--- src/design/gpr_pkg.sv ---
// Shared types, constants and helper functions for the GPIO port register block.
package gpr_pkg;

  localparam int unsigned PIN_COUNT = 16;
  localparam logic [15:0] PIN_MASK  = 16'((32'd1 << PIN_COUNT) - 32'd1);

  typedef enum logic [3:0] {
    REG_MODE     = 4'd0,
    REG_OTYPE    = 4'd1,
    REG_SPEED    = 4'd2,
    REG_PULL     = 4'd3,
    REG_INPUT    = 4'd4,
    REG_OUTPUT   = 4'd5,
    REG_SETRESET = 4'd6,
    REG_LOCK     = 4'd7,
    REG_AFL      = 4'd8,
    REG_AFH      = 4'd9
  } gpr_reg_t;

  typedef enum logic [1:0] {
    KEY_IDLE      = 2'd0,
    KEY_ARMED     = 2'd1,
    KEY_CONFIRMED = 2'd2
  } gpr_key_t;

  typedef struct packed {
    logic        done;
    logic [15:0] pins;
  } gpr_lock_t;

  // Widens each pin bit to a two-bit field.
  function automatic logic [31:0] spread2(input logic [15:0] pins);
    logic [31:0] r;
    r = '0;
    for (int i = 0; i < 16; i++) begin
      r[2*i +: 2] = {2{pins[i]}};
    end
    return r;
  endfunction

  // Widens each of eight pin bits to a four-bit field.
  function automatic logic [31:0] spread4(input logic [7:0] pins);
    logic [31:0] r;
    r = '0;
    for (int i = 0; i < 8; i++) begin
      r[4*i +: 4] = {4{pins[i]}};
    end
    return r;
  endfunction

  // Frozen bits keep their old value; bits of absent pins read as zero.
  function automatic logic [31:0] guarded(input logic [31:0] old_val,
                                          input logic [31:0] data,
                                          input logic [31:0] frozen,
                                          input logic [31:0] valid);
    return ((old_val & frozen) | (data & ~frozen)) & valid;
  endfunction

endpackage

--- src/design/gpr_if.sv ---
// Channel interfaces for the access beats and the result beats.
interface gpr_in_if;
  logic        valid;
  logic        ready;
  logic        cmd;
  logic [3:0]  reg_index;
  logic [31:0] write_data;
  logic [15:0] pin_levels;

  modport source (output valid, output cmd, output reg_index, output write_data,
                  output pin_levels, input ready);
  modport sink   (input valid, input cmd, input reg_index, input write_data,
                  input pin_levels, output ready);
endinterface

interface gpr_out_if;
  logic        valid;
  logic        ready;
  logic [31:0] read_data;
  logic [15:0] pin_drive;
  logic        lock_active;

  modport source (output valid, output read_data, output pin_drive,
                  output lock_active, input ready);
  modport sink   (input valid, input read_data, input pin_drive,
                  input lock_active, output ready);
endinterface

--- src/design/gpr_lock.sv ---
// Lock key sequence tracker and the frozen-pin register.
module gpr_lock
  import gpr_pkg::*;
(
  input  logic        clk,
  input  logic        rst_n,
  input  logic        wr_en,
  input  logic [16:0] wr_data,
  output gpr_lock_t   lock_cur,
  output gpr_lock_t   lock_nxt
);

  gpr_key_t    step_r, step_nxt;
  logic [15:0] mask_r, mask_nxt;
  logic        done_r;
  logic [15:0] pins_r;
  logic        key;
  logic        match;
  logic        complete;

  assign key   = wr_data[16];
  assign match = (wr_data[15:0] == mask_r);

  // Next state. An unmatched write is judged again as a first step.
  always_comb begin
    step_nxt = step_r;
    mask_nxt = mask_r;
    if (wr_en && !done_r) begin
      case (step_r)
        KEY_ARMED: begin
          if (!key && match) begin
            step_nxt = KEY_CONFIRMED;
          end else if (key) begin
            step_nxt = KEY_ARMED;
            mask_nxt = wr_data[15:0];
          end else begin
            step_nxt = KEY_IDLE;
          end
        end
        KEY_CONFIRMED: begin
          if (key && match) begin
            step_nxt = KEY_IDLE;
          end else if (key) begin
            step_nxt = KEY_ARMED;
            mask_nxt = wr_data[15:0];
          end else begin
            step_nxt = KEY_IDLE;
          end
        end
        default: begin
          if (key) begin
            step_nxt = KEY_ARMED;
            mask_nxt = wr_data[15:0];
          end else begin
            step_nxt = KEY_IDLE;
          end
        end
      endcase
    end
  end

  // Outputs of the sequence: the lock closes on the matching third write.
  always_comb begin
    complete = wr_en && !done_r && (step_r == KEY_CONFIRMED) && key && match;
    lock_cur = '{done: done_r, pins: pins_r};
    if (complete) begin
      lock_nxt = '{done: 1'b1, pins: mask_r & PIN_MASK};
    end else begin
      lock_nxt = lock_cur;
    end
  end

  always_ff @(posedge clk) begin
    if (!rst_n) begin
      step_r <= KEY_IDLE;
      mask_r <= '0;
      done_r <= 1'b0;
      pins_r <= '0;
    end else begin
      step_r <= step_nxt;
      mask_r <= mask_nxt;
      done_r <= lock_nxt.done;
      pins_r <= lock_nxt.pins;
    end
  end

endmodule

--- src/design/gpio_port_registers.sv ---
// Top level of the sixteen-pin GPIO port register block.
//
// One access beat enters on in_ch: a read or write command, a register
// index, a write data word and the sampled pin levels. Each access gives
// exactly one result beat on out_ch with the read data (zero for writes),
// the output data driven to the pins and the lock status, all as they stand
// after the access.
//
// The register update and the result are formed in the cycle the access
// beat is taken and the result is held in an output register, so the result
// is valid in the cycle after acceptance. One access is taken every cycle while
// the receiver keeps up; the single output register sets that rate.
// When the receiver stalls, the result waits in the output register and
// in_ch.ready drops until it is taken, so no access is taken whose result
// could not be held.
// Synchronous reset clears every port register, the lock and the key
// sequence, and empties the output register. Once the lock key sequence
// completes, the configuration bits of the locked pins hold until reset.
module gpio_port_registers
  import gpr_pkg::*;
(
  input  logic       clk,
  input  logic       rst_n,
  gpr_in_if.sink     in_ch,
  gpr_out_if.source  out_ch
);

  logic [31:0] mode_r, mode_nxt;
  logic [15:0] otype_r, otype_nxt;
  logic [31:0] speed_r, speed_nxt;
  logic [31:0] pull_r, pull_nxt;
  logic [15:0] odata_r, odata_nxt;
  logic [31:0] afl_r, afl_nxt;
  logic [31:0] afh_r, afh_nxt;

  logic        out_valid_r;
  logic [31:0] rdata_r, rdata_nxt;
  logic [15:0] drive_r;
  logic        lock_act_r;

  logic        accept;
  logic        wr;
  logic        lock_wr;
  gpr_lock_t   lock_cur;
  gpr_lock_t   lock_nxt;
  logic [31:0] frozen2;
  logic [31:0] frozen4l;
  logic [31:0] frozen4h;

  assign in_ch.ready = !out_valid_r || out_ch.ready;
  assign accept      = in_ch.valid && in_ch.ready;
  assign wr          = accept && in_ch.cmd;
  assign lock_wr     = wr && (in_ch.reg_index == REG_LOCK);

  gpr_lock u_lock (
    .clk      (clk),
    .rst_n    (rst_n),
    .wr_en    (lock_wr),
    .wr_data  (in_ch.write_data[16:0]),
    .lock_cur (lock_cur),
    .lock_nxt (lock_nxt)
  );

  assign frozen2  = spread2(lock_cur.pins);
  assign frozen4l = spread4(lock_cur.pins[7:0]);
  assign frozen4h = spread4(lock_cur.pins[15:8]);

  always_comb begin
    mode_nxt  = mode_r;
    otype_nxt = otype_r;
    speed_nxt = speed_r;
    pull_nxt  = pull_r;
    odata_nxt = odata_r;
    afl_nxt   = afl_r;
    afh_nxt   = afh_r;
    if (wr) begin
      case (in_ch.reg_index)
        REG_MODE:  mode_nxt  = guarded(mode_r, in_ch.write_data, frozen2,
                                       spread2(PIN_MASK));
        REG_OTYPE: otype_nxt = 16'(guarded({16'd0, otype_r}, in_ch.write_data,
                                           {16'd0, lock_cur.pins},
                                           {16'd0, PIN_MASK}));
        REG_SPEED: speed_nxt = guarded(speed_r, in_ch.write_data, frozen2,
                                       spread2(PIN_MASK));
        REG_PULL:  pull_nxt  = guarded(pull_r, in_ch.write_data, frozen2,
                                       spread2(PIN_MASK));
        REG_OUTPUT: odata_nxt = in_ch.write_data[15:0] & PIN_MASK;
        // Clear first, then set, so set wins where both name a pin.
        REG_SETRESET: odata_nxt = ((odata_r & ~in_ch.write_data[31:16])
                                   | in_ch.write_data[15:0]) & PIN_MASK;
        REG_AFL:   afl_nxt   = guarded(afl_r, in_ch.write_data, frozen4l,
                                       spread4(PIN_MASK[7:0]));
        REG_AFH:   afh_nxt   = guarded(afh_r, in_ch.write_data, frozen4h,
                                       spread4(PIN_MASK[15:8]));
        default: ;
      endcase
    end
  end

  always_comb begin
    rdata_nxt = '0;
    if (!in_ch.cmd) begin
      case (in_ch.reg_index)
        REG_MODE:   rdata_nxt = mode_r;
        REG_OTYPE:  rdata_nxt = {16'd0, otype_r};
        REG_SPEED:  rdata_nxt = speed_r;
        REG_PULL:   rdata_nxt = pull_r;
        REG_INPUT:  rdata_nxt = {16'd0, in_ch.pin_levels & PIN_MASK};
        REG_OUTPUT: rdata_nxt = {16'd0, odata_r};
        REG_LOCK:   rdata_nxt = {15'd0, lock_cur.done, lock_cur.pins};
        REG_AFL:    rdata_nxt = afl_r;
        REG_AFH:    rdata_nxt = afh_r;
        default:    rdata_nxt = '0;
      endcase
    end
  end

  always_ff @(posedge clk) begin
    if (!rst_n) begin
      mode_r  <= '0;
      otype_r <= '0;
      speed_r <= '0;
      pull_r  <= '0;
      odata_r <= '0;
      afl_r   <= '0;
      afh_r   <= '0;
    end else begin
      mode_r  <= mode_nxt;
      otype_r <= otype_nxt;
      speed_r <= speed_nxt;
      pull_r  <= pull_nxt;
      odata_r <= odata_nxt;
      afl_r   <= afl_nxt;
      afh_r   <= afh_nxt;
    end
  end

  always_ff @(posedge clk) begin
    if (!rst_n) begin
      out_valid_r <= 1'b0;
    end else if (accept) begin
      out_valid_r <= 1'b1;
    end else if (out_ch.ready) begin
      out_valid_r <= 1'b0;
    end
  end

  always_ff @(posedge clk) begin
    if (accept) begin
      rdata_r    <= rdata_nxt;
      drive_r    <= odata_nxt;
      lock_act_r <= lock_nxt.done;
    end
  end

  assign out_ch.valid       = out_valid_r;
  assign out_ch.read_data   = rdata_r;
  assign out_ch.pin_drive   = drive_r;
  assign out_ch.lock_active = lock_act_r;

  a_lock_sticky: assert property (@(posedge clk) disable iff (!rst_n)
    lock_cur.done |=> lock_cur.done)
    else $error("lock released without reset");

  a_lock_pins_hold: assert property (@(posedge clk) disable iff (!rst_n)
    lock_cur.done |=> $stable(lock_cur.pins))
    else $error("locked pin set changed after lock");

  a_mode_frozen: assert property (@(posedge clk) disable iff (!rst_n)
    lock_cur.done |=> ((mode_r ^ $past(mode_r)) & spread2(lock_cur.pins)) == 32'd0)
    else $error("mode bits of a locked pin changed");

  a_ready_when_empty: assert property (@(posedge clk) disable iff (!rst_n)
    !out_valid_r |-> in_ch.ready)
    else $error("access refused with the output register empty");

endmodule

--- src/flat_wrapper.sv ---
// flat-port wrapper written by rule: the top's interface ports become plain ports
module gpio_port_registers_flat import gpr_pkg::*;
  (clk, rst_n, in_ch_valid, in_ch_cmd, in_ch_reg_index, in_ch_write_data, in_ch_pin_levels, in_ch_ready, out_ch_valid, out_ch_read_data, out_ch_pin_drive, out_ch_lock_active, out_ch_ready);
  gpr_in_if in_ch_i ();
  gpr_out_if out_ch_i ();
  input  logic clk;
  input  logic rst_n;
  input wire logic [$bits(in_ch_i.valid)-1:0] in_ch_valid;
  input wire logic [$bits(in_ch_i.cmd)-1:0] in_ch_cmd;
  input wire logic [$bits(in_ch_i.reg_index)-1:0] in_ch_reg_index;
  input wire logic [$bits(in_ch_i.write_data)-1:0] in_ch_write_data;
  input wire logic [$bits(in_ch_i.pin_levels)-1:0] in_ch_pin_levels;
  output wire logic [$bits(in_ch_i.ready)-1:0] in_ch_ready;
  output wire logic [$bits(out_ch_i.valid)-1:0] out_ch_valid;
  output wire logic [$bits(out_ch_i.read_data)-1:0] out_ch_read_data;
  output wire logic [$bits(out_ch_i.pin_drive)-1:0] out_ch_pin_drive;
  output wire logic [$bits(out_ch_i.lock_active)-1:0] out_ch_lock_active;
  input wire logic [$bits(out_ch_i.ready)-1:0] out_ch_ready;
  assign in_ch_i.valid = in_ch_valid;
  assign in_ch_i.cmd = in_ch_cmd;
  assign in_ch_i.reg_index = in_ch_reg_index;
  assign in_ch_i.write_data = in_ch_write_data;
  assign in_ch_i.pin_levels = in_ch_pin_levels;
  assign in_ch_ready = in_ch_i.ready;
  assign out_ch_valid = out_ch_i.valid;
  assign out_ch_read_data = out_ch_i.read_data;
  assign out_ch_pin_drive = out_ch_i.pin_drive;
  assign out_ch_lock_active = out_ch_i.lock_active;
  assign out_ch_i.ready = out_ch_ready;
  gpio_port_registers u_core (.clk(clk), .rst_n(rst_n), .in_ch(in_ch_i), .out_ch(out_ch_i));
endmodule
--- config.mk ---
export PLATFORM = sky130hd
export DESIGN_NAME = gpio_port_registers_flat
export DESIGN_NICKNAME = d
export VERILOG_FILES = /design/src/design/gpr_pkg.sv /design/src/design/gpr_if.sv /design/src/design/gpr_lock.sv /design/src/design/gpio_port_registers.sv /design/src/flat_wrapper.sv
export SDC_FILE = /design/constraint.sdc
export NUM_CORES = 1
export LEC_CHECK = 0
export ABC_AREA = 1
export BUFFER_PORTS_ARGS = -buffer_cell sky130_fd_sc_hd__buf_2
export CAP_MARGIN = 10
export CORE_MARGIN = 5
export CORE_UTILIZATION = 49
export DETAILED_ROUTE_END_ITERATION = 12
export PLACE_DENSITY = 0.67
export SLEW_MARGIN = 20
export SYNTH_ARGS = -nofsm -noshare
export SYNTH_HDL_FRONTEND = slang
export SYNTH_HIERARCHICAL = 1
export SYNTH_SLANG_ARGS = --single-unit
--- constraint.sdc ---
create_clock -name clk -period 2.4 [get_ports clk]
set_clock_uncertainty 0.15 [all_clocks]
set_input_delay 0.36 -clock clk [delete_from_list [all_inputs] [get_ports clk]]
set_output_delay 0.36 -clock clk [all_outputs]
set_load 0.02 [all_outputs]
* Word level (Yosys, flattened, before mapping)
Cells that the tools add are included.
** Storage, ports and cells
- Input bits :: 57
- Register bits :: 277
- Output and inout bits :: 51
- Logic and storage cells :: 88
** Operators by class
- Muxes and demuxes :: 14
- Reductions and logical operators :: 22
- Bitwise gates (word level) :: 23
- Equality and inequality tests :: 14
** Operator list (number)
- case mux 32 bit (9 select lines) :: 1
- bitwise AND 32 bit :: 8
- OR 32 bit :: 5
- NOT 32 bit :: 3
- 2-to-1 mux 16 bit :: 4
- case mux 16 bit (2 select lines) :: 2
- bitwise AND 16 bit :: 3
- NOT 16 bit :: 2
- OR 16 bit :: 2
- 2-to-1 mux 17 bit :: 1
- equality test 16 bit :: 1
- equality test 4 x 3 -> 1 bit, second input constant :: 4
- AND reduction 2 bit :: 6
- logical AND 1 bit :: 9
- equality test 4 x 2 -> 1 bit, second input constant :: 2
- equality test 4 bit, second input constant :: 2
- equality test 4 x 1 -> 1 bit, second input constant :: 1
- logical NOT 4 bit :: 1
- 2-to-1 mux 2 bit :: 2
- inequality test 2 bit, second input constant :: 2
- case mux 2 bit (2 select lines) :: 1
- logical NOT 1 bit :: 3
- 2-to-1 mux 1 bit :: 3
- AND reduction 3 bit :: 1
- other kinds (4) :: 4

* Logic depth before layout (Yosys ltp)
Gate-level depths: netlist of the first run.
- Word-level depth :: 10
- Gate-level depth with buffers :: 12
- Mapped depth without buffers :: 11

* Modules after synthesis
Netlist of the first run, hierarchy kept.
** By module, submodules not included
- gpio_port_registers :: sequential area each 5335.1 sq um, cells an instance 1599, area an instance 11140.7 sq um, times used 1
- gpr_lock :: sequential area each 700.7 sq um, cells an instance 296, area an instance 2162.1 sq um, times used 1

* Least setup slack after synthesis of the first run
No wires, ideal clock.
- Path type :: reg-to-reg
- Start point :: register u_core.out_valid_r (netlist: u_core/out_ch.valid)
- End point :: register u_core.u_lock.pins_r[10]
- Buffers on the path :: 1
- Cell stages (with the launch flop) :: 10
- Arrival :: 2004 ps
- Slack :: 102 ps
- Setup time :: 143 ps
- Data required time :: 2107 ps
- Clock period less this slack :: 2298 ps
- Cells stage by stage :: dfxtp_1 nand2_1 nand3_2 nor3_1 nand2_4 nor3b_4 nand2_8 buf_12 nand2_4 a21oi_2
** On the way
- Word-level cells in the longest chain between the ends :: 9
** RTL lines
- start: declaration :: line gpio_port_registers.sv:36 : logic out_valid_r;
- start signal: assignment :: line gpio_port_registers.sv:140 : out_valid_r <= 1'b0;
- start signal: assignment :: line gpio_port_registers.sv:142 : out_valid_r <= 1'b1;
- start signal: assignment :: line gpio_port_registers.sv:144 : out_valid_r <= 1'b0;
- logical NOT 1 bit :: line gpio_port_registers.sv:50 : assign in_ch.ready = !out_valid_r || out_ch.ready;
- logical OR 1 bit :: line gpio_port_registers.sv:50
- net in_ch_ready :: line flat_wrapper.sv:13 : output wire logic [$bits(in_ch_i.ready)-1:0] in_ch_ready;
- logical AND 1 bit :: line gpio_port_registers.sv:51 : assign accept = in_ch.valid && in_ch.ready;
- logical AND 1 bit :: line gpio_port_registers.sv:52 : assign wr = accept && in_ch.cmd;
- logical AND 1 bit :: line gpio_port_registers.sv:53 : assign lock_wr = wr && (in_ch.reg_index == REG_LOCK);
- net u_core.lock_wr :: line gpio_port_registers.sv:43 : logic lock_wr;
- logical AND 1 bit (4 in series) :: line gpr_lock.sv:64 : complete = wr_en && !done_r && (step_r == KEY_CONFIRMED) && key && match;
- end signal: assignment :: line gpr_lock.sv:83 : pins_r <= lock_nxt.pins;
- end: declaration :: line gpr_lock.sv:16 : logic [15:0] pins_r;
The timed path passes the listed nets, and every way through them passes these cells.
A chain may end at the register's enable or synchronous reset.

* Worst setup path in the final report of the first run
- Start point :: input in_ch_valid
- End point :: register u_core.u_lock.pins_r[4]
** On the way
- Word-level cells in the longest chain between the ends :: 7
** RTL lines
- start: declaration :: line flat_wrapper.sv:8 : input wire logic [$bits(in_ch_i.valid)-1:0] in_ch_valid;
- logical AND 1 bit :: line gpio_port_registers.sv:51
- logical AND 1 bit :: line gpio_port_registers.sv:52
- logical AND 1 bit :: line gpio_port_registers.sv:53
- net u_core.lock_wr :: line gpio_port_registers.sv:43
- logical AND 1 bit (4 in series) :: line gpr_lock.sv:64
The timed path passes the listed nets, and every way through them passes these cells.

==> results of run 1 <==
## metal layers
layer | part of all wire [%] | global-route usage, % | vias up
li1 | - | - | 6280
met1 | 44 | 36.2 | 5953
met2 | 46 | 41.8 | 492
met3 | 7.6 | 3.57 | 84
met4 | 2.6 | 6.99 | 4
met5 | 0.067 | 0 | -
## per-stage QoR
stage,power [uW],cells,hold slack [ns],util [%]
after floorplan,5330,1879,0.290,-
after global placement,5660,2290,0.298,53.4
after detailed placement,5670,2290,0.304,53.4
after CTS,10100,2363,0.00310,57.6
after global routing,10400,2363,0.0569,57.6
final,10000,2363,0.0312,57.6
## worst max-delay path, delay by kind of cell
family	cells	cell delay [ns]
compound gates	1	0.07
buf+inv	4	1.01
simple gates	6	0.88
## cells in the final DEF, fill, tap and decap left out, types with 6 or more instances in the layout
cell and count:
clkbuf_8 7, buf_2 107, clkinv_2 7, nor2_2 20
buf_12 10, nand2_4 11, nand3_1 285, nand3b_1 16
buf_4 41, dlygate4sd3_1 18, nand2_1 465, a21oi_1 107
clkbuf_1 9, edfxtp_1 49, dfxtp_1 228, nor2_4 6
o21ai_0 96, a21oi_2 10, nand3_2 20, inv_1 123
clkinv_1 29, nor2_1 304, clkbuf_16 31, inv_2 11
## final timing paths
kind | startpoint | to | slack [ns] | depth (start not counted)
max | in_ch_valid | u_core/u_lock/pins_r[4]$_SDFF_PN0_ | 0.33 | 11
min | in_ch_write_data[6] | u_core/u_lock/mask_r[6]$_SDFFE_PN0P_ | 0.03 | 5
max reg2reg | u_core/out_ch.valid$_SDFFE_PN0P_ | u_core/u_lock/pins_r[4]$_SDFF_PN0_ | 0.36 | 10
min reg2reg | flop | flop | 0.31 | 2
## report_power, final
part / switching (uW) / internal [uW]
combinational: 535 / 226
clock: 1870 / 2570
sequential: 30.9 / 4810
total: 2430 / 7610
## layout make-up
class	instances	area, um^2
fill	2549	11400
inverter	165	627
timing repair buffer	176	1220
tap	341	427
sequential	277	6040
clock inverter	8	42.5
multi-input combinational	1349	6170
clock buffer	47	906
## timing repair
action / in CTS / in global routing
setup buffers: 0 / 0
hold endpoints to repair: 46 / 0
hold buffers: 18 / 0
==> out/summary.txt, run 1 <==
Row count - 60
Buffers on Ports - 107
Achievable clock frequency - 484 MHz
Synth Warn # - 6
Post-Synthesis Cells - 1879
Slowest CP cell - dlygate4sd3_1
Placer Congestion - 0.864
Via count - 12800
Initial DRC count - 1327
PwrDens - 650 mW/mm^2
Number of global-route vias before repair - 11600
Root Driver - clkbuf_16
CTS Buf Count - 30
Fin Setup TNS - 0 ns
Max incr delay on CP - 0.53 ns
Largest net degree at the start of global routing - 68
DRC viols - 0
Die footprint - 0.0304 mm^2
Area Overhead vs Synth - 16.5%
Crit-path cells - dlygate4sd3_1, buf_2, nand3_2, nor3_1, buf_4, nand2_4, nor3b_4, buf_12, nand2_8, nand2_1, a21oi_1
Die Y - 174 um
Drt first pass iters - 7
Detailed Route WL - 40200 um
Leak - 0.00661 uW
Reg clk slew, reported paths - 0.06 ns
Post-Syn Area per Cell - 7.05 um^2
Placed Area - 0.0143 mm^2
Cts repair resizes - 0
MaxCap Viol Count - 0
Antenna violations before repair - 2
Min Tclk post-route - 2.07 ns
Post-route setup slack - 0.332 ns
Layout net count - 2058
Mapped cell area - 0.0132 mm^2
Total GRT Usage - 25.8%
Slew @ Worst Pin - 0.724 ns
Gr ovfl total - 0
CP Data Required Time - 2.68 ns
Crit path kind - in -> reg
Layout cells sized above 1 - 14.3%
Status - finished, final reports clean
CTS sink count - 277
Final Setup Violations - 0
ANT cells - 0
Starting density of the core - 49.4%
Net count after synthesis - 1938
Crit start category - primary input
CTS tree - done
Hold Fails Final Rpt - 0
Global-route wire length before repair - 63500 um
RSZ-0062 raised after global routing - false
CTS H-tree depth - 1
Vias per cell - 5.42
Crit path DAT - 2.34 ns
Core ar. - 0.0268 mm^2
Final Cell Area - 0.0154 mm^2
Final ANT Viol Nets - 0
Die Wd - 174 um
Final Slew Violations - 0
Final period util - 86.2%
IO Count - 108
Min-delay worst type - in -> reg
Worst skew pair latency - 0.55 ns
Worst-path maximum fanout - 18
Maximum clock path buffer count - 3
Slew HR - 51.7%
Peak supply drop - 0.000522 V
Detailed Place HPWL - 28300 um
Dpl ws - 0.0955 ns
CP endpoint kind - flop
WL/cell - 17.0 um
No activity file was read; power rests on OpenSTA's default activity.
==> inputs of run 2 (changes only) <==
--- a/config.mk
+++ b/config.mk
@@ -8,9 +8,10 @@
 export ABC_AREA = 1
 export BUFFER_PORTS_ARGS = -buffer_cell sky130_fd_sc_hd__buf_2
 export CAP_MARGIN = 10
-export CORE_MARGIN = 5
+export CORE_MARGIN = 1.5
 export CORE_UTILIZATION = 49
 export DETAILED_ROUTE_END_ITERATION = 12
+export MAX_ROUTING_LAYER = met4
 export PLACE_DENSITY = 0.67
 export SLEW_MARGIN = 20
 export SYNTH_ARGS = -nofsm -noshare
==> out/summary.txt, run 2 (same netlist as run 1, synthesis figures left out) <==
Grt met1 use - 38.1% (+1.9 points)
Total GRT Usage - 29.9% (+4.1 points)
Layout net count - 2071 (+0.63%)
RSZ-0062 raised after global routing - false
CP Data Required Time - 2.70 ns (+0.02 ns)
Min Tclk post-route - 2.11 ns (+0.0392 ns)
Most frequent cells in the layout - nand2_1, nor2_1, nand3_1, dfxtp_1, inv_1
Leak - 0.00670 uW (+1.4%)
Detailed Place HPWL - 28400 um (+0.45%)
Slew @ Worst Pin - 0.765 ns (+0.0405 ns)
Die Wd - 167 um (-4.0%)
Detailed Route WL - 40600 um (+1.1%)
CTS sink count - 277 (unchanged)
Worst-path maximum fanout - 18 (unchanged)
Number of fillers in the final layout - 2435 (-4.5%)
Cts repair resizes - 0 (unchanged)
Starting density of the core - 50.4% (+0.98 points)
Worst skew pair latency - 0.57 ns (+0.02 ns)
Final Slew Violations - 0 (unchanged)
Crit start category - flop
Global-route wire length before repair - 64200 um (+1.2%)
Peak supply drop - 0.000464 V (-11%)
Placer Congestion - 0.888 (+2.8%)
Power consumption - 10300 uW (+2.6%)
CP endpoint kind - flop
Number of global-route vias before repair - 12000 (+3.1%)
Maximum clock path buffer count - 3 (unchanged)
Final Setup Violations - 0 (unchanged)
Crit path kind - reg -> reg
Buffers on Ports - 107 (unchanged)
# hold bufs at CTS - 18 (unchanged)
Gr busiest metal - met2
WL/cell - 17.1 um (+0.70%)
Post-CTS Setup Inserts - 0 (unchanged)
Hold_ws - 0.0276 ns (-0.00364 ns)
IO Count - 108 (unchanged)
Final period util - 87.8% (+1.6 points)
Hold Fails Final Rpt - 0 (unchanged)
DRC viols - 0 (unchanged)
Layout cells sized above 1 - 15.1% (+0.74 points)
Drt first pass iters - 5 (-2)
Root Driver - clkbuf_16
Row count - 59 (-1.7%)
Antenna violations before repair - 2 (unchanged)
Initial DRC count - 1405 (+5.9%)
Die Y - 167 um (-4.0%)
Min-delay worst type - in -> reg
MaxCap Viol Count - 0 (unchanged)
Vias per cell - 5.39 (-0.64%)
Crit path DAT - 2.41 ns (+0.07 ns)
R2R cell count - 9 (-1)
Status - finished, final reports clean
GRT met3 Usage - 4.54% (+0.97 points)
Achievable clock frequency - 475 MHz (-1.9%)
Fin Setup TNS - 0 ns (unchanged)
Most common cell after layout, fill and taps aside - nand2_1
Final ANT Viol Nets - 0 (unchanged)
Area Overhead vs Synth - 17.5%
CTS H-tree depth - 1 (unchanged)
Core ar. - 0.0263 mm^2 (-1.9%)
Slew HR - 49.0% (-2.7 points)
Worst hold stages - 3 (-2)
PwrDens - 662 mW/mm^2 (+1.8%)
Gr ovfl total - 0 (unchanged)
Reg clk slew, reported paths - 0.06 ns (about the same)
CTS tree - done
Largest net degree at the start of global routing - 45 (-34%)
Met2 Use GR - 48.2% (+6.4 points)
Via count - 12800 (-0.22%)
Die footprint - 0.0280 mm^2 (-7.9%)
CTS Buf Count - 31 (+3.3%)
## run 2: changes by cell type in the layout (fill, tap and decap cells not counted), sizes merged
cell	before	now
inv	135	137
buf	158	170
diode	0	2
clkinvlp	1	0
clkinv	37	38
## run 2: area by class of cell
| class | count | area [um^2] | area share [%] |
|---|---|---|---|
| sequential | 277 | 6040 | 38.8 |
| antenna | 2 | 5.00 | 0.0322 |
| clock buffer | 47 | 958 | 6.16 |
| tap | 335 | 419 | 2.69 |
| inverter | 165 | 627 | 4.03 |
| timing repair buffer | 188 | 1290 | 8.28 |
| multi-input combinational | 1349 | 6170 | 39.7 |
| clock inverter | 10 | 57.6 | 0.370 |
## run 2: worst paths after layout
kind / start / to / slack (ns)
setup / recovery: u_core/out_ch.valid$_SDFFE_PN0P_ / u_core/u_lock/pins_r[7]$_SDFF_PN0_ / 0.29
hold / removal: rst_n / flop / 0.03
setup reg to reg: u_core/out_ch.valid$_SDFFE_PN0P_ / u_core/u_lock/pins_r[7]$_SDFF_PN0_ / 0.29
hold reg to reg: flop / flop / 0.31
## run 2: through the flow
step | util [%] | setup WS (ns) | cells | area (um^2)
floorplan | - | 0.110 | 1879 | 13200
global placement | 54.6 | 0.142 | 2296 | 14400
detailed placement | 54.6 | 0.0865 | 2296 | 14400
CTS | 59.2 | 0.302 | 2371 | 15600
global route | 59.2 | 0.169 | 2373 | 15600
finish | 59.2 | 0.293 | 2373 | 15600
## run 2: routing by layer
layer	routed length (um)	share of wire, %	up-vias
met5	0	0	-
met4	1390	3.4	0
met2	18800	46	473
met3	3110	7.6	93
li1	-	-	6328
met1	17400	43	5891
## run 2: critical path, stage by stage, from the launching register on
cell     delay [ns]
dfxtp_1        0.31
nand2_1        0.13
nand3_2        0.14
nor3_1         0.17
buf_4          0.16
nand2_4        0.08
nor3b_4        0.43
nand2_8        0.22
nand2_1        0.15
a21oi_2        0.06
## run 2: report_power, final
part	total, uW	switching [uW]	internal [uW]
clock	4700	1950	2740
sequential	4830	29.3	4810
combinational	769	541	228
